==> config.mk <==
export PLATFORM = sky130hd
export DESIGN_NAME = bayer_demosaic_color_correct
export DESIGN_NICKNAME = d
export VERILOG_FILES = /design/src/hw/rtl/bdcc_pkg.sv /design/src/hw/rtl/bdcc_interp.sv /design/src/hw/rtl/bdcc_gain.sv /design/src/hw/rtl/bdcc_gamma.sv /design/src/hw/rtl/bayer_demosaic_color_correct.sv
export VERILOG_INCLUDE_DIRS = /design/src /design/src/hw/rtl
export SDC_FILE = /design/constraint.sdc
export NUM_CORES = 1
export LEC_CHECK = 0
export ABC_AREA = 1
export CAP_MARGIN = 15
export CORE_MARGIN = 8
export CORE_UTILIZATION = 40
export CTS_CLUSTER_SIZE = 16
export DETAILED_ROUTE_END_ITERATION = 12
export DONT_BUFFER_PORTS = 1
export GPL_TIMING_DRIVEN = 0
export PLACE_DENSITY = 0.61
export RECOVER_POWER = 25
export SYNTH_ARGS = -nofsm -noshare
export SYNTH_HDL_FRONTEND = slang
export SYNTH_HIERARCHICAL = 1
export SYNTH_SLANG_ARGS = --single-unit
==> constraint.sdc <==
create_clock -name clk_i -period 6.2 [get_ports clk_i]
set_input_delay 0.31 -clock clk_i [delete_from_list [all_inputs] [get_ports clk_i]]
set_output_delay 0.31 -clock clk_i [all_outputs]
set_load 0.01 [all_outputs]
==> src/hw/rtl/assert_macros.svh <==
// Assertion macros for the RTL.
`ifndef ASSERT_MACROS_SVH
`define ASSERT_MACROS_SVH

`ifndef SYNTHESIS
`define ASSERT_ALWAYS(lbl, clk, rstn, prop) \
  lbl: assert property (@(posedge clk) disable iff (!rstn) (prop)) \
    else $error("assertion failed");
`define ASSERT_IMPLIES(lbl, clk, rstn, ante, cons) \
  lbl: assert property (@(posedge clk) disable iff (!rstn) (ante) |-> (cons)) \
    else $error("assertion failed");
`define ASSERT_NEXT(lbl, clk, rstn, ante, cons) \
  lbl: assert property (@(posedge clk) disable iff (!rstn) (ante) |=> (cons)) \
    else $error("assertion failed");
`else
`define ASSERT_ALWAYS(lbl, clk, rstn, prop)
`define ASSERT_IMPLIES(lbl, clk, rstn, ante, cons)
`define ASSERT_NEXT(lbl, clk, rstn, ante, cons)
`endif

`endif

==> src/hw/rtl/bdcc_pkg.sv <==
package bdcc_pkg;

  localparam int unsigned RawW  = 10;
  localparam int unsigned PixW  = 8;
  localparam int unsigned GainW = 11;
  localparam int unsigned ProdW = PixW + GainW;

  localparam logic [PixW-1:0] BlackLevel = 8'd16;

  localparam logic [1:0] CFG_GAIN_RED   = 2'd0;
  localparam logic [1:0] CFG_GAIN_GREEN = 2'd1;
  localparam logic [1:0] CFG_GAIN_BLUE  = 2'd2;

  // first member sits in the top bits, so ul lands in the lowest bits
  typedef struct packed {
    logic [RawW-1:0] dr;
    logic [RawW-1:0] d;
    logic [RawW-1:0] dl;
    logic [RawW-1:0] r;
    logic [RawW-1:0] c;
    logic [RawW-1:0] l;
    logic [RawW-1:0] ur;
    logic [RawW-1:0] u;
    logic [RawW-1:0] ul;
  } win_t;

  typedef struct packed {
    logic [PixW-1:0] blue;
    logic [PixW-1:0] green;
    logic [PixW-1:0] red;
  } rgb_t;

  typedef struct packed {
    logic [GainW-1:0] blue;
    logic [GainW-1:0] green;
    logic [GainW-1:0] red;
  } gains_t;

  typedef struct packed {
    logic [ProdW-1:0] blue;
    logic [ProdW-1:0] green;
    logic [ProdW-1:0] red;
  } prod_t;

  typedef logic [PixW-1:0] gamma_lut_t [256];

  // floor(sqrt(v*255)), evaluated at elaboration only
  function automatic gamma_lut_t gamma_build();
    gamma_lut_t lut;
    int         r;
    for (int v = 0; v < 256; v++) begin
      r = 0;
      while ((r + 1) * (r + 1) <= v * 255) r++;
      lut[v] = PixW'(r);
    end
    return lut;
  endfunction

  localparam gamma_lut_t GammaLut = gamma_build();

endpackage

==> src/hw/rtl/bdcc_interp.sv <==
module bdcc_interp (
  input  logic           clk_i,
  input  logic           rst_ni,
  input  logic           valid_i,
  output logic           ready_o,
  input  bdcc_pkg::win_t win_i,
  input  logic           x_odd_i,
  input  logic           y_odd_i,
  output logic           valid_o,
  input  logic           ready_i,
  output bdcc_pkg::rgb_t rgb_o
);

  logic [7:0] ul, u, ur, l, c, r, dl, d, dr;
  logic [7:0] diag4, cross4, vert2, horz2;
  logic [9:0] diag_sum, cross_sum;
  logic [8:0] vert_sum, horz_sum;
  logic       valid_q;
  bdcc_pkg::rgb_t rgb_d, rgb_q;

  assign ul = win_i.ul[9:2];
  assign u  = win_i.u[9:2];
  assign ur = win_i.ur[9:2];
  assign l  = win_i.l[9:2];
  assign c  = win_i.c[9:2];
  assign r  = win_i.r[9:2];
  assign dl = win_i.dl[9:2];
  assign d  = win_i.d[9:2];
  assign dr = win_i.dr[9:2];

  assign diag_sum  = 10'(ul) + 10'(ur) + 10'(dl) + 10'(dr) + 10'd2;
  assign cross_sum = 10'(l) + 10'(r) + 10'(u) + 10'(d) + 10'd2;
  assign vert_sum  = 9'(u) + 9'(d) + 9'd1;
  assign horz_sum  = 9'(l) + 9'(r) + 9'd1;
  assign diag4  = diag_sum[9:2];
  assign cross4 = cross_sum[9:2];
  assign vert2  = vert_sum[8:1];
  assign horz2  = horz_sum[8:1];

  always_comb begin
    case ({y_odd_i, x_odd_i})
      2'b00: begin
        rgb_d.red = diag4;  rgb_d.green = cross4; rgb_d.blue = c;
      end
      2'b01: begin
        rgb_d.red = vert2;  rgb_d.green = c;      rgb_d.blue = horz2;
      end
      2'b10: begin
        rgb_d.red = horz2;  rgb_d.green = c;      rgb_d.blue = vert2;
      end
      default: begin
        rgb_d.red = c;      rgb_d.green = cross4; rgb_d.blue = diag4;
      end
    endcase
  end

  assign ready_o = !valid_q || ready_i;

  always_ff @(posedge clk_i or negedge rst_ni) begin
    if (!rst_ni) begin
      valid_q <= 1'b0;
    end else if (ready_o) begin
      valid_q <= valid_i;
    end
  end

  always_ff @(posedge clk_i) begin
    if (ready_o && valid_i) begin
      rgb_q <= rgb_d;
    end
  end

  assign valid_o = valid_q;
  assign rgb_o   = rgb_q;

endmodule

==> src/hw/rtl/bdcc_gain.sv <==
module bdcc_gain (
  input  logic             clk_i,
  input  logic             rst_ni,
  input  logic             valid_i,
  output logic             ready_o,
  input  bdcc_pkg::rgb_t   rgb_i,
  input  bdcc_pkg::gains_t gains_i,
  output logic             valid_o,
  input  logic             ready_i,
  output bdcc_pkg::prod_t  prod_o
);

  localparam int unsigned PW = bdcc_pkg::ProdW;

  logic [bdcc_pkg::PixW-1:0] lin_r, lin_g, lin_b;
  logic                      valid_q;
  bdcc_pkg::prod_t           prod_d, prod_q;

  // black level removal, floor at zero
  assign lin_r = (rgb_i.red   > bdcc_pkg::BlackLevel) ? rgb_i.red   - bdcc_pkg::BlackLevel : '0;
  assign lin_g = (rgb_i.green > bdcc_pkg::BlackLevel) ? rgb_i.green - bdcc_pkg::BlackLevel : '0;
  assign lin_b = (rgb_i.blue  > bdcc_pkg::BlackLevel) ? rgb_i.blue  - bdcc_pkg::BlackLevel : '0;

  assign prod_d.red   = PW'(lin_r) * PW'(gains_i.red);
  assign prod_d.green = PW'(lin_g) * PW'(gains_i.green);
  assign prod_d.blue  = PW'(lin_b) * PW'(gains_i.blue);

  assign ready_o = !valid_q || ready_i;

  always_ff @(posedge clk_i or negedge rst_ni) begin
    if (!rst_ni) begin
      valid_q <= 1'b0;
    end else if (ready_o) begin
      valid_q <= valid_i;
    end
  end

  always_ff @(posedge clk_i) begin
    if (ready_o && valid_i) begin
      prod_q <= prod_d;
    end
  end

  assign valid_o = valid_q;
  assign prod_o  = prod_q;

endmodule

==> src/hw/rtl/bdcc_gamma.sv <==
module bdcc_gamma (
  input  logic            clk_i,
  input  logic            rst_ni,
  input  logic            valid_i,
  output logic            ready_o,
  input  bdcc_pkg::prod_t prod_i,
  output logic            valid_o,
  input  logic            ready_i,
  output bdcc_pkg::rgb_t  rgb_o
);

  logic [7:0]     cor_r, cor_g, cor_b;
  logic           valid_q;
  bdcc_pkg::rgb_t rgb_d, rgb_q;

  // divide by 256, saturate at 255
  assign cor_r = (|prod_i.red[18:16])   ? 8'hFF : prod_i.red[15:8];
  assign cor_g = (|prod_i.green[18:16]) ? 8'hFF : prod_i.green[15:8];
  assign cor_b = (|prod_i.blue[18:16])  ? 8'hFF : prod_i.blue[15:8];

  assign rgb_d.red   = bdcc_pkg::GammaLut[cor_r];
  assign rgb_d.green = bdcc_pkg::GammaLut[cor_g];
  assign rgb_d.blue  = bdcc_pkg::GammaLut[cor_b];

  assign ready_o = !valid_q || ready_i;

  always_ff @(posedge clk_i or negedge rst_ni) begin
    if (!rst_ni) begin
      valid_q <= 1'b0;
    end else if (ready_o) begin
      valid_q <= valid_i;
    end
  end

  always_ff @(posedge clk_i) begin
    if (ready_o && valid_i) begin
      rgb_q <= rgb_d;
    end
  end

  assign valid_o = valid_q;
  assign rgb_o   = rgb_q;

endmodule

==> src/hw/rtl/bayer_demosaic_color_correct.sv <==
// Channel  Dir  Item
// s_axis   in   3x3 raw BGGR window (tdata) and centre parity (tuser)
// m_axis   out  RGB888 plus RGB565 of the centre pixel
// cfg      in   gain write: index 0 red, 1 green, 2 blue
//
// One item per cycle unless the output stalls; stages (interpolate,
// gain multiply, saturate and gamma ROM) are each a registered slot.
// Reset clears the stage valid bits and sets all gains to 1.0 (256).
// A stall holds the output slot; upstream slots keep filling until full.
`include "assert_macros.svh"

module bayer_demosaic_color_correct (
  input  logic        clk_i,
  input  logic        rst_ni,
  input  logic        s_axis_tvalid,
  output logic        s_axis_tready,
  // sample_up_left, sample_up, sample_up_right, sample_left, center_sample,
  // sample_right, sample_down_left, sample_down, sample_down_right, zero pad
  input  logic [95:0] s_axis_tdata,
  // x_odd, y_odd
  input  logic [1:0]  s_axis_tuser,
  output logic        m_axis_tvalid,
  input  logic        m_axis_tready,
  // red, green, blue, pixel_565
  output logic [39:0] m_axis_tdata,
  input  logic        cfg_we_i,
  input  logic [1:0]  cfg_index_i,
  input  logic [10:0] cfg_data_i
);

  bdcc_pkg::gains_t gains_q;
  bdcc_pkg::win_t   win;
  bdcc_pkg::rgb_t   interp_rgb, out_rgb;
  bdcc_pkg::prod_t  prod;
  logic             interp_valid, interp_ready;
  logic             gain_valid, gain_ready;
  logic [15:0]      pixel_565;

  always_ff @(posedge clk_i or negedge rst_ni) begin
    if (!rst_ni) begin
      gains_q.red   <= 11'd256;
      gains_q.green <= 11'd256;
      gains_q.blue  <= 11'd256;
    end else if (cfg_we_i) begin
      unique case (cfg_index_i)
        bdcc_pkg::CFG_GAIN_RED:   gains_q.red   <= cfg_data_i;
        bdcc_pkg::CFG_GAIN_GREEN: gains_q.green <= cfg_data_i;
        bdcc_pkg::CFG_GAIN_BLUE:  gains_q.blue  <= cfg_data_i;
        default: ;
      endcase
    end
  end

  assign win = s_axis_tdata[89:0];

  bdcc_interp u_interp (
    .clk_i   (clk_i),
    .rst_ni  (rst_ni),
    .valid_i (s_axis_tvalid),
    .ready_o (s_axis_tready),
    .win_i   (win),
    .x_odd_i (s_axis_tuser[0]),
    .y_odd_i (s_axis_tuser[1]),
    .valid_o (interp_valid),
    .ready_i (interp_ready),
    .rgb_o   (interp_rgb)
  );

  bdcc_gain u_gain (
    .clk_i   (clk_i),
    .rst_ni  (rst_ni),
    .valid_i (interp_valid),
    .ready_o (interp_ready),
    .rgb_i   (interp_rgb),
    .gains_i (gains_q),
    .valid_o (gain_valid),
    .ready_i (gain_ready),
    .prod_o  (prod)
  );

  bdcc_gamma u_gamma (
    .clk_i   (clk_i),
    .rst_ni  (rst_ni),
    .valid_i (gain_valid),
    .ready_o (gain_ready),
    .prod_i  (prod),
    .valid_o (m_axis_tvalid),
    .ready_i (m_axis_tready),
    .rgb_o   (out_rgb)
  );

  assign pixel_565    = {out_rgb.red[7:3], out_rgb.green[7:2], out_rgb.blue[7:3]};
  assign m_axis_tdata = {pixel_565, out_rgb.blue, out_rgb.green, out_rgb.red};

  `ASSERT_IMPLIES(a_empty_out_accepts, clk_i, rst_ni, !m_axis_tvalid, s_axis_tready)
  `ASSERT_NEXT(a_accept_fills_stage, clk_i, rst_ni, s_axis_tvalid && s_axis_tready, interp_valid)
  `ASSERT_NEXT(a_red_gain_write, clk_i, rst_ni,
               cfg_we_i && cfg_index_i == bdcc_pkg::CFG_GAIN_RED,
               gains_q.red == $past(cfg_data_i))
  `ASSERT_ALWAYS(a_stall_chain, clk_i, rst_ni, !gain_ready || interp_ready)

endmodule

* Word level (Yosys, flattened, before mapping)
Memories as Yosys holds them, arrays and structs flattened. A register that Yosys moved wholly into a read port is not among the register bits. Cells that the tools add are included.
Storage, ports and cells: output and inout port bits 42, ROM bits 6144, bits in registers 117, logic and storage cells 67, memories kept 3, bits of input ports 116
Cells by class: magnitude comparators 3, equal/unequal tests 4, reduce and logical (&&, ||, !) cells 17, mux-type cells 7, $mul 3, bitwise logic cells 3, add/sub/neg operators 15
Memory list:
- (name not given) | words 256, width 8, rd ports 1, clocked after Yosys merged registers in 1, wr ports 0, RTL line bdcc_gamma.sv:23 | assign rgb_d.blue = bdcc_pkg::GammaLut[cor_b];
- (name not given) | words 256, width 8, rd ports 1, clocked after Yosys merged registers in 1, wr ports 0, RTL line bdcc_gamma.sv:22 | assign rgb_d.green = bdcc_pkg::GammaLut[cor_g];
- (name not given) | words 256, width 8, rd ports 1, clocked after Yosys merged registers in 1, wr ports 0, RTL line bdcc_gamma.sv:21 | assign rgb_d.red = bdcc_pkg::GammaLut[cor_r];
Operator list (number):
- $pmux 24 s3 | 1
- $mul 8x11->19 | 3
- $mux 8 | 6
- $add 10x8->10 | 4
- $add 8x8->9 | 4
- $not 8->9 | 3
- $gt 8x5->1 const B | 3
- $sub 8x5->8 const B | 3
- $add 10x2->10 const B | 2
- $add 9x1->9 const B | 2
- $reduce_or 3->1 | 3
- $reduce_and 2->1 | 3
- $eq 2x1->1 const B | 2
- $eq 2x2->1 const B | 2
- $logic_not 2->1 | 2
- $logic_and 1x1->1 | 3
- $logic_not 1->1 | 3
- $logic_or 1x1->1 | 3

* Longest topological paths before layout
Gate-level depths: netlist of run 1.
depth in word-level cells 5, mapped depth 24, depth with buffers taken out 24

* By module
Netlist of run 1, hierarchy kept.
By module, submodules not included:
- bdcc_gain | seq. area each 1736.7 sq um, cells each 1446, instances 1, area an instance 10994.3 sq um
- bdcc_gamma | seq. area each 745.7 sq um, cells each 1137, instances 1, area an instance 6258.5 sq um
- bdcc_interp | seq. area each 745.7 sq um, cells each 537, instances 1, area an instance 3741.1 sq um
- bayer_demosaic_color_correct | seq. area each 829.5 sq um, cells each 166, instances 1, area an instance 1534.0 sq um

* Least setup slack after synthesis of run 1
Ideal clock, no wire load.
path kind register to register, start point reg u_interp.rgb_q (netlist bit u_interp/rgb_o[12]), end point reg u_gain.prod_q (netlist bit u_gain/prod_o[37]) (data pin), data arrival time 4294 ps, data required time 5948 ps, cell stages (with the launch flop) 25, library setup time 252 ps, setup slack 1653 ps, period minus slack after synthesis 4547 ps, path buffers 0, path through edfxtp_1 > inv_1 > ha_1 > nand2_1 > nand2_4 > nor2_4 > inv_1 > nor2_1 > fa_1 > inv_1 > fa_1 > inv_1 > fa_1 > inv_1 > fa_1 > inv_1 > ha_1 > nand2_1 > inv_1 > nand2_1 > nand2_1 > a21oi_1 > nand2_1 > nand2_1 > nand2_1
RTL lines:
- start: declaration | RTL line bdcc_interp.sv:19 | bdcc_pkg::rgb_t rgb_d, rgb_q;
- start signal: assignment | RTL line bdcc_interp.sv:69 | rgb_q <= rgb_d;
- end signal: assignment | RTL line bdcc_gain.sv:40 | prod_q <= prod_d;
- end: declaration | RTL line bdcc_gain.sv:17 | bdcc_pkg::prod_t prod_d, prod_q;

==> run_results.csv, run 1 <==
group,metric,value,unit
run_status,outcome,"finished with violations",
run_status,violations,"max-capacitance violations, max-slew violations",
min_path,min_path_cells,2,
sta,slew_headroom,-39.23,%
min_path,worstHoldStart,"cfg_index_i[0]",
sta,finalCritPeriodShare,84.45,%
detailed_routing,post_drt_wl_per_cell,15.29,microns
worst_setup_path,cp-end-kind,"flop",
floorplan,die_height,248.9,microns
floorplan,die_x,248.9,microns
cells_and_area,layout-drive-gt1-share,6.626,%
detailed_routing,vias,20240,
sta,max_freq,0.1910,GHz
power_and_ir_drop,seqPwrFrac,14.4,%
global_routing,grt_pass1_vias,20246,
cells_and_area,areaGrowthSynthToFinish,7.590,%
power_and_ir_drop,power_frac_clock,9.2,%
power_and_ir_drop,p_int,0.004774,W
clocking,cts_resized,0,
power_and_ir_drop,power_frac_comb,76.4,%
synth,synth_cells,3244,
sta,drv_slew,37,
power_and_ir_drop,powerDensity,457.2,nW/um^2
min_path,hold_class,"input port to flop",
power_and_ir_drop,static-leakage-power,12.95,nW
sta,layout_min_cycle_time,5.236,ns
global_routing,grt_pass1_wl,101800,microns
worst_setup_path,worstPathRequired,6.39,ns
power_and_ir_drop,swShare,55.27,%
cells_and_area,post-route-util,43.46,%
worst_setup_path,worstPathMaxFanout,8,
sta,tightestPinTransition,2.088,ns
placed_design,io_buffers,0,
worst_setup_path,rr_startpoint,"u_interp/rgb_o[12]",
detailed_routing,ant_nets,0,
global_routing,grt_usage,19.61,%
global_routing,grt_overflow,0,
synth,syn-mean-instance-area,6.688,sq um
floorplan,start_util,40.39,%
sta,finalSetupTns,0,ns
worst_setup_path,r2r_slack,0.96,ns
clocking,cts_setup_buffers,0,
floorplan,placementRows,85,
min_path,whs_endpoint,"gains_q[21]",
sta,rsz0062_at_grt,"no",
power_and_ir_drop,ir_drop,214.7,uV
detailed_routing,routed_wl,60960,microns
worst_setup_path,cp-start-kind,"flop",
synth,syn-num-nets,3748,
synth,yosysWarnings,6,
placed_design,dp_hpwl,49700,microns
sta,finalHoldViolCount,0,
clocking,cts_inserted_buffers,17,
clocking,cts_sinks,117,
worst_setup_path,worst_ep_arrival_time,5.43,ns
floorplan,core-area,53710,sq um
clocking,cts_root_buf,"clkbuf_16",
detailed_routing,route.detailed.drc,0,
clocking,ctsLongestPathBuffers,2,
cells_and_area,final_nets,3781,
detailed_routing,drt-vias-per-instance,5.076,
clocking,clk_pin_slew,0.06,ns
synth,mappedNetlistArea,21690,sq um
worst_setup_path,reg2reg_depth,22,
worst_setup_path,crit_type,"flop to flop",
power_and_ir_drop,p_sw,0.005898,W
clocking,cts_tree,"done",
sta,skew,0.01167,ns
placed_design,routabilityCongestion,0.9630,
flow_run,maxCapViolCount,1,
clocking,clock_latency,0.45,ns
clocking,h-tree-depth,4,
floorplan,ios,158,
detailed_routing,drt_iter0_markers,1662,
global_routing,grt_antenna_before_repair,1,
detailed_routing,drtPass1Iterations,6,
global_routing,grt_max_degree,37,
sta,finalSetupViolations,0,
worst_setup_path,worstReg2RegEnd,"u_gain/prod_o[32]",
floorplan,die_area,61940,sq um
## cells in the final DEF, fill, tap and decap left out, types with 26 or more instances in the layout
| cell type | n |
|---|---|
| a21oi_1 | 100 |
| buf_2 | 37 |
| buf_4 | 34 |
| dfrtp_1 | 33 |
| edfxtp_1 | 81 |
| fa_1 | 194 |
| ha_1 | 194 |
| inv_1 | 666 |
| nand2_1 | 928 |
| nand2_2 | 26 |
| nand3_1 | 300 |
| nand4_1 | 82 |
| nor2_1 | 325 |
| o21ai_0 | 50 |
## how the worst max path moves through the flow
stage                       start                 to  slack [ns]  cells after the start
3_3_place_gp   u_interp/rgb_o[12]  u_gain/prod_o[32]        1.01                     22
2_1_floorplan  u_interp/rgb_o[12]  u_gain/prod_o[37]        1.65                     24
3_5_place_dp   u_interp/rgb_o[12]  u_gain/prod_o[32]        1.02                     22
4_1_cts        u_interp/rgb_o[12]  u_gain/prod_o[32]        1.02                     22
5_1_grt        u_interp/rgb_o[12]  u_gain/prod_o[32]        0.67                     22
6_report       u_interp/rgb_o[12]  u_gain/prod_o[32]        0.96                     22
## layout make-up
type / count / area [sq um]
fill: 5673 / 30370
multi-input combinational: 2357 / 15240
sequential: 117 / 3337
inverter: 688 / 2585
tap: 696 / 870.8
buffer: 82 / 564.3
clock buffer: 24 / 513.0
timing repair buffer: 14 / 153.9
clock inverter: 8 / 72.57
antenna: 1 / 2.502
## state kept, by name, indices dropped and copies added (netlist names)
| register | count |
|---|---|
| gains_q | 33 |
| u_gain/prod_o | 33 |
| u_gamma/rgb_o | 24 |
| u_interp/rgb_o | 24 |
| u_gain/valid_o | 1 |
| u_gamma/valid_o | 1 |
| u_interp/valid_o | 1 |
## critical path, cell delays in order (launching register included)
cell      delay (ns)
edfxtp_1        0.41
inv_1           0.10
ha_1            0.19
inv_1           0.05
o21ai_1         0.63
inv_1           0.25
nand2_1         0.15
fa_1            0.47
fa_1            0.55
inv_1           0.05
fa_1            0.53
inv_1           0.05
fa_1            0.52
inv_1           0.04
ha_1            0.32
nand2_1         0.09
inv_1           0.06
a21oi_1         0.13
nand2_1         0.12
nand2_1         0.10
nand2_1         0.05
nand2_1         0.05
nand2_1         0.06
## per-layer routing
| metal | wire, microns | share of wire, % | GRT usage, % | vias up |
|---|---|---|---|---|
| li1 | - | - | - | 10091 |
| met1 | 26810 | 44 | 25.07 | 9217 |
| met2 | 27560 | 45 | 32.62 | 801 |
| met3 | 5053 | 8.3 | 4.224 | 131 |
| met4 | 1533 | 2.5 | 6.561 | 0 |
| met5 | 0 | 0 | 0 | - |
## metrics by stage
stage / area (sq um) / hold WS, ns / power (W) / cells / worst slack, ns
floorplan: 21690 / 0.01441 / 0.007795 / 3244 / 1.653
global placement: 22570 / 0.01878 / 0.009676 / 3940 / 1.006
detailed placement: 22640 / 0.01872 / 0.009673 / 3942 / 1.022
CTS: 23350 / 0.001806 / 0.01073 / 3986 / 1.018
global route: 23340 / 0.01374 / 0.01207 / 3987 / 0.6660
finish: 23340 / 0.02030 / 0.01067 / 3987 / 0.9638
## power groups by stage
stage,clock network [W],registers [W],logic [W]
floorplan,0,0.00148,0.00632
global placement,0,0.00156,0.00812
detailed placement,0,0.00156,0.00812
CTS,0.00101,0.00154,0.00818
global route,0.00104,0.00157,0.00946
finish,0.000978,0.00154,0.00816
## repair_timing
item                       4_1_cts  5_1_grt
setup endpoints to repair        0        0
hold buffers                    12        0
hold endpoints to repair        47        0
No activity file was read; power rests on OpenSTA's default activity.
==> run 2: changes to the inputs <==
--- a/config.mk
+++ b/config.mk
@@ -6,7 +6,7 @@
 export SDC_FILE = /design/constraint.sdc
 export NUM_CORES = 1
 export LEC_CHECK = 0
-export ABC_AREA = 1
+export ABC_AREA = 0
 export CAP_MARGIN = 15
 export CORE_MARGIN = 8
 export CORE_UTILIZATION = 40
@@ -14,7 +14,7 @@
 export DETAILED_ROUTE_END_ITERATION = 12
 export DONT_BUFFER_PORTS = 1
 export GPL_TIMING_DRIVEN = 0
-export PLACE_DENSITY = 0.61
+export PLACE_DENSITY = 0.63
 export RECOVER_POWER = 25
 export SYNTH_ARGS = -nofsm -noshare
 export SYNTH_HDL_FRONTEND = slang
==> constraint.sdc (replaced) <==
create_clock -name clk_i -period 4.6 [get_ports clk_i]
set_input_delay 0.23 -clock clk_i [delete_from_list [all_inputs] [get_ports clk_i]]
set_output_delay 0.23 -clock clk_i [all_outputs]
set_load 0.01 [all_outputs]
==> run_results.csv, run 2 <==
group,metric,value,unit
run_status,outcome,"finished with violations",
run_status,violations,"max-capacitance violations, max-slew violations, negative setup slack",
detailed_routing,met1Wirelength,29540,microns
floorplan,start_util,40.23,%
synth,mappedNetlistArea,21520,sq um
cells_and_area,layout-drive-gt1-share,16.74,%
detailed_routing,ant_nets,0,
detailed_routing,drt_iter0_markers,1733,
worst_setup_path,reg2reg_depth,22,
global_routing,grt_pass1_vias,19621,
worst_setup_path,setup.worst_path.start,"u_interp/rgb_o[21]",
sta,layout_min_cycle_time,5.533,ns
sta,fin_ws,-0.9335,ns
worst_setup_path,cp_common_cell,"fa_1",
clocking,ctsLongestPathBuffers,2,
floorplan,die_x,248.0,microns
cells_and_area,final_common_cell,"inv_1",
cells_and_area,final_area,25000,sq um
synth,syn-num-nets,3045,
placed_design,io_buffers,0,
worst_setup_path,cp-start-kind,"flop",
clocking,cts_tree,"done",
clocking,cts_sinks,117,
worst_setup_path,crit_type,"flop to flop",
worst_setup_path,cp-end-kind,"flop",
worst_setup_path,crit_slowest_cell,"fa_1",
sta,rsz0062_at_grt,"yes",
sta,max_freq,0.1807,GHz
worst_setup_path,worstPathRequired,4.80,ns
sta,skew,0.01455,ns
floorplan,placementRows,85,
worst_setup_path,worstReg2RegEnd,"u_gain/prod_o[53]",
synth,syn-mean-instance-area,8.469,sq um
sta,finalHoldViolCount,0,
detailed_routing,route.detailed.drc,0,
placed_design,routabilityCongestion,0.9745,
sta,finalCritPeriodShare,120.3,%
sta,timing.hold.ws,0.04022,ns
detailed_routing,routed_wl,68660,microns
placed_design,placed_cell_area,22940,sq um
clocking,cts_inserted_buffers,17,
global_routing,grt_antenna_before_repair,2,
sta,tightestPinTransition,2.018,ns
cells_and_area,post-route-util,46.74,%
floorplan,core-area,53500,sq um
detailed_routing,drtPass1Iterations,7,
detailed_routing,drt-vias-per-instance,5.764,
flow_run,maxCapViolCount,1,
cells_and_area,final_nets,3162,
clocking,h-tree-depth,4,
clocking,clk_pin_slew,0.06,ns
worst_setup_path,r2r_slack,-0.93,ns
detailed_routing,dr.max_layer_used,"met5",
placed_design,dp_cells,3237,
worst_setup_path,crit_path_cell_trace,"inv_2 -> ha_4 -> or4b_4 -> o21bai_4 -> nor3b_4 -> nor2_2 -> clkbuf_8 -> and2_4 -> fa_1 -> inv_1 -> fa_1 -> inv_2 -> fa_1 -> inv_1 -> fa_1 -> inv_2 -> ha_4 -> and3_4 -> a21bo_4 -> o21a_1 -> a311oi_2 -> xor2_1",
worst_setup_path,rr_startpoint,"u_interp/rgb_o[21]",
synth,yosysWarnings,6,
sta,slew_headroom,-34.52,%
placed_design,dp_hpwl,52040,microns
synth,synth_cells,2541,
cells_and_area,final-instance-count-excl-fill,3367,
sta,drv_slew,37,
cells_and_area,final_cell_mix,"327 x inv_1, 199 x nand2_1, 186 x fa_1, 158 x ha_1, 157 x and2_1",
detailed_routing,vias,19407,
detailed_routing,wl_met3,4918,microns
detailed_routing,post_drt_wl_per_cell,20.39,microns
global_routing,grt_usage,22.03,%
clocking,clock_latency,0.47,ns
clocking,cts_root_buf,"clkbuf_16",
cells_and_area,areaGrowthSynthToFinish,16.17,%
global_routing,grt_overflow,0,
cells_and_area,fillCellCount,5057,
floorplan,die_area,61480,sq um
worst_setup_path,cp_slowest_stage_delay,0.53,ns
worst_setup_path,cp-endpoint,"u_gain/prod_o[53]",
global_routing,grt_max_degree,37,
min_path,hold_class,"input port to flop",
sta,finalSetupViolations,31,
floorplan,die_height,248.0,microns
detailed_routing,wl_met2,31780,microns
worst_setup_path,worstPathMaxFanout,6,
cells_and_area,n_antenna_cell,0,
worst_setup_path,worst_ep_arrival_time,5.73,ns
global_routing,grt_pass1_wl,107600,microns
floorplan,ios,158,
[run 2: worst min path at each step]
stage,start,to,slack [ns],cells after the start
after floorplan,rst_ni,gains_q[0],-0.07,0
after global placement,rst_ni,gains_q[7],-0.06,0
after detailed placement,rst_ni,gains_q[7],-0.06,0
after CTS,cfg_index_i[0],gains_q[10],0.006,2
after global routing,cfg_index_i[0],gains_q[10],0.03,2
final,cfg_index_i[0],gains_q[10],0.04,2
[run 2: worst max-delay path, delay by kind of cell (launching register included)]
family / cells / cell delay (ns)
simple gates: 5 / 1.18
xor+xnor: 1 / 0.10
flops: 1 / 0.39
fa+ha+maj: 6 / 2.41
buf+inv: 6 / 0.47
compound gates: 4 / 0.74
[run 2: cell type report]
cell class                 count  area, sq um  share of cell area, %
clock inverter                14        118.9                 0.4754
sequential                   117         3337                  13.35
timing repair buffer         100        879.6                  3.518
tap                          696        870.8                  3.483
buffer                       161        895.9                  3.583
clock buffer                  18        429.2                  1.717
inverter                     364         1370                  5.480
multi-input combinational   1897        17100                  68.40
[run 2: metrics by stage]
stage | worst slack, ns | setup TNS [ns]
3_3_place_gp | -0.9830 | -15.77
3_5_place_dp | -1.049 | -17.43
2_1_floorplan | -0.6132 | -5.985
5_1_grt | -1.062 | -20.74
4_1_cts | -0.8593 | -12.87
6_report | -0.9335 | -15.19
[run 2: routing by layer]
metal	up-vias	global-route usage [%]
li1	8937	-
met1	9465	28.04
met2	831	36.28
met3	170	4.530
met4	4	8.847
met5	-	0
[run 2: what timing repair did]
item	in CTS	in global routing
hold endpoints to repair	81	0
pin swaps	90	69
hold buffers	23	0
resized for setup	124	58
gates cloned	1	0
buffers inserted	58	22
endpoints found under the setup margin	34	38
Power of run 2 is left out: the tool's default activity adds up to more than one toggle a clock period on the data nets, which glitch-free logic cannot reach.
==> run 3: changes to the inputs <==
--- a/config.mk
+++ b/config.mk
@@ -16,6 +16,7 @@
 export GPL_TIMING_DRIVEN = 0
 export PLACE_DENSITY = 0.63
 export RECOVER_POWER = 25
+export SETUP_SLACK_MARGIN = 0.5
 export SYNTH_ARGS = -nofsm -noshare
 export SYNTH_HDL_FRONTEND = slang
 export SYNTH_HIERARCHICAL = 1
==> run_results.csv, run 3 (synthesis gave the netlist of run 2 again) <==
group,metric,value,unit
cells_and_area,final-instance-count-excl-fill,3368,
worst_setup_path,worst_ep_arrival_time,5.73,ns
clocking,cts_root_buf,"clkbuf_16",
worst_setup_path,reg2reg_depth,22,
cells_and_area,final_cell_mix,"329 x inv_1, 200 x nand2_1, 182 x fa_1, 161 x ha_1, 156 x and2_1",
worst_setup_path,setup.worst_path.start,"u_interp/rgb_o[21]",
sta,fin_ws,-0.9132,ns
cells_and_area,final_nets,3162,
worst_setup_path,crit_path_cell_trace,"inv_2 -> ha_4 -> or4b_4 -> o21bai_4 -> nor3b_4 -> nor2_2 -> clkbuf_8 -> and2_4 -> fa_1 -> inv_1 -> fa_1 -> inv_1 -> fa_1 -> inv_1 -> fa_2 -> inv_2 -> ha_4 -> and3_4 -> a21bo_2 -> o21a_1 -> a311oi_2 -> xor2_1",
placed_design,place_ws,-1.121,ns
floorplan,core-area,53500,sq um
floorplan,die_x,248.0,microns
clocking,clk_pin_slew,0.06,ns
global_routing,grt_usage,21.93,%
sta,slew_headroom,-26.29,%
sta,timing.hold.ws,0.04532,ns
floorplan,die_height,248.0,microns
run_status,outcome,"finished with violations",
clocking,cts_tree,"done",
detailed_routing,drt_iter0_markers,1795,
sta,layout_min_cycle_time,5.513,ns
sta,finalCritPeriodShare,119.9,%
worst_setup_path,rr_startpoint,"u_interp/rgb_o[21]",
worst_setup_path,crit_buf_inv,6,
sta,drv_slew,37,
clocking,ctsLongestPathBuffers,2,
cells_and_area,final_area,24970,sq um
worst_setup_path,cp-start-kind,"flop",
clocking,h-tree-depth,4,
floorplan,die_area,61480,sq um
floorplan,placementRows,85,
clocking,cts_sinks,117,
sta,finalSetupViolations,30,
min_path,min_path_cells,2,
min_path,whs_endpoint,"gains_q[10]",
worst_setup_path,cp_slowest_stage_delay,0.53,ns
global_routing,grt_pass1_vias,19773,
global_routing,grt_antenna_before_repair,2,
sta,rsz0062_at_grt,"yes",
placed_design,dp_cells,3237,
sta,skew,0.01138,ns
flow_run,maxCapViolCount,1,
worst_setup_path,cp-end-kind,"flop",
floorplan,ios,158,
sta,max_freq,0.1814,GHz
detailed_routing,drt-vias-per-instance,5.766,
placed_design,routabilityCongestion,0.9870,
min_path,hold_class,"input port to flop",
global_routing,grt_overflow,0,
detailed_routing,routed_wl,68050,microns
global_routing,grt_max_degree,37,
worst_setup_path,path_delay_family,"adder cells",
min_path,worstHoldStart,"cfg_index_i[0]",
detailed_routing,post_drt_wl_per_cell,20.21,microns
sta,tightestPinTransition,1.894,ns
cells_and_area,layout-drive-gt1-share,16.74,%
detailed_routing,drtPass1Iterations,11,
worst_setup_path,r2r_slack,-0.91,ns
placed_design,io_buffers,0,
worst_setup_path,worstPathRequired,4.82,ns
cells_and_area,final_common_cell,"inv_1",
floorplan,start_util,40.23,%
worst_setup_path,crit_slowest_cell,"fa_1",
run_status,violations,"max-capacitance violations, max-slew violations, negative setup slack",
placed_design,placed_cell_area,22990,sq um
clocking,cts_inserted_buffers,17,
worst_setup_path,worstReg2RegEnd,"u_gain/prod_o[53]",
cells_and_area,areaGrowthSynthToFinish,16.03,%
worst_setup_path,crit_type,"flop to flop",
global_routing,grt_pass1_wl,107400,microns
detailed_routing,route.detailed.drc,0,
detailed_routing,vias,19419,
clocking,clock_latency,0.47,ns
detailed_routing,ant_nets,0,
placed_design,dp_hpwl,51670,microns
worst_setup_path,worstPathMaxFanout,6,
sta,finalHoldViolCount,0,
[run 3: cell types whose count changed in the layout (fill, tap and decap cells not counted), moves of 4 or more]
cell      previous run  this run
clkbuf_1            81        74
clkbuf_2             4        11
fa_2                 8        12
fa_1               186       182
[run 3: what timing repair did]
item,4_1_cts,5_1_grt
hold buffers,23,0
gates resized for setup,117,51
endpoints found under the hold margin,81,0
gates cloned,2,0
buffers inserted,57,16
setup endpoints to repair,52,47
pin swaps,99,37
[run 3: cell type report]
cell class,instances,area [sq um]
fillers,5099,28520
multi-input cells,1897,17020
flip-flops and latches,117,3337
inverters,364,1370
plain buffers,163,919.6
well taps,696,870.8
repair buffers,98,858.3
clock buffers,23,500.5
clock inverters,9,88.84
diodes,1,2.502
[run 3: per-layer routing]
| layer | GRT usage [%] | vias to the layer above | wire length (microns) |
|---|---|---|---|
| met4 | 8.638 | 2 | 2232 |
| met2 | 35.60 | 871 | 31490 |
| li1 | - | 8961 | - |
| met1 | 28.46 | 9407 | 29140 |
| met5 | 0 | - | 10 |
| met3 | 4.411 | 178 | 5187 |
[run 3: worst max-delay path by stage]
stage,to,slack (ns),cells after the start
6_report,u_gain/prod_o[53],-0.91,22
5_1_grt,u_gain/prod_o[50],-1.08,21
4_1_cts,u_gain/prod_o[53],-0.86,22
3_5_place_dp,u_gain/prod_o[54],-1.12,21
3_3_place_gp,u_gain/prod_o[53],-1.01,22
2_1_floorplan,u_gain/prod_o[54],-0.61,20
[run 3: per-stage QoR]
| stage | utilization [%] | TNS [ns] |
|---|---|---|
| global placement | 42.98 | -16.69 |
| finish | 46.68 | -13.85 |
| detailed placement | 42.98 | -18.56 |
| global route | 46.68 | -19.50 |
| CTS | 46.32 | -12.50 |
| floorplan | - | -5.997 |
Power of run 3 is left out for the same reason.
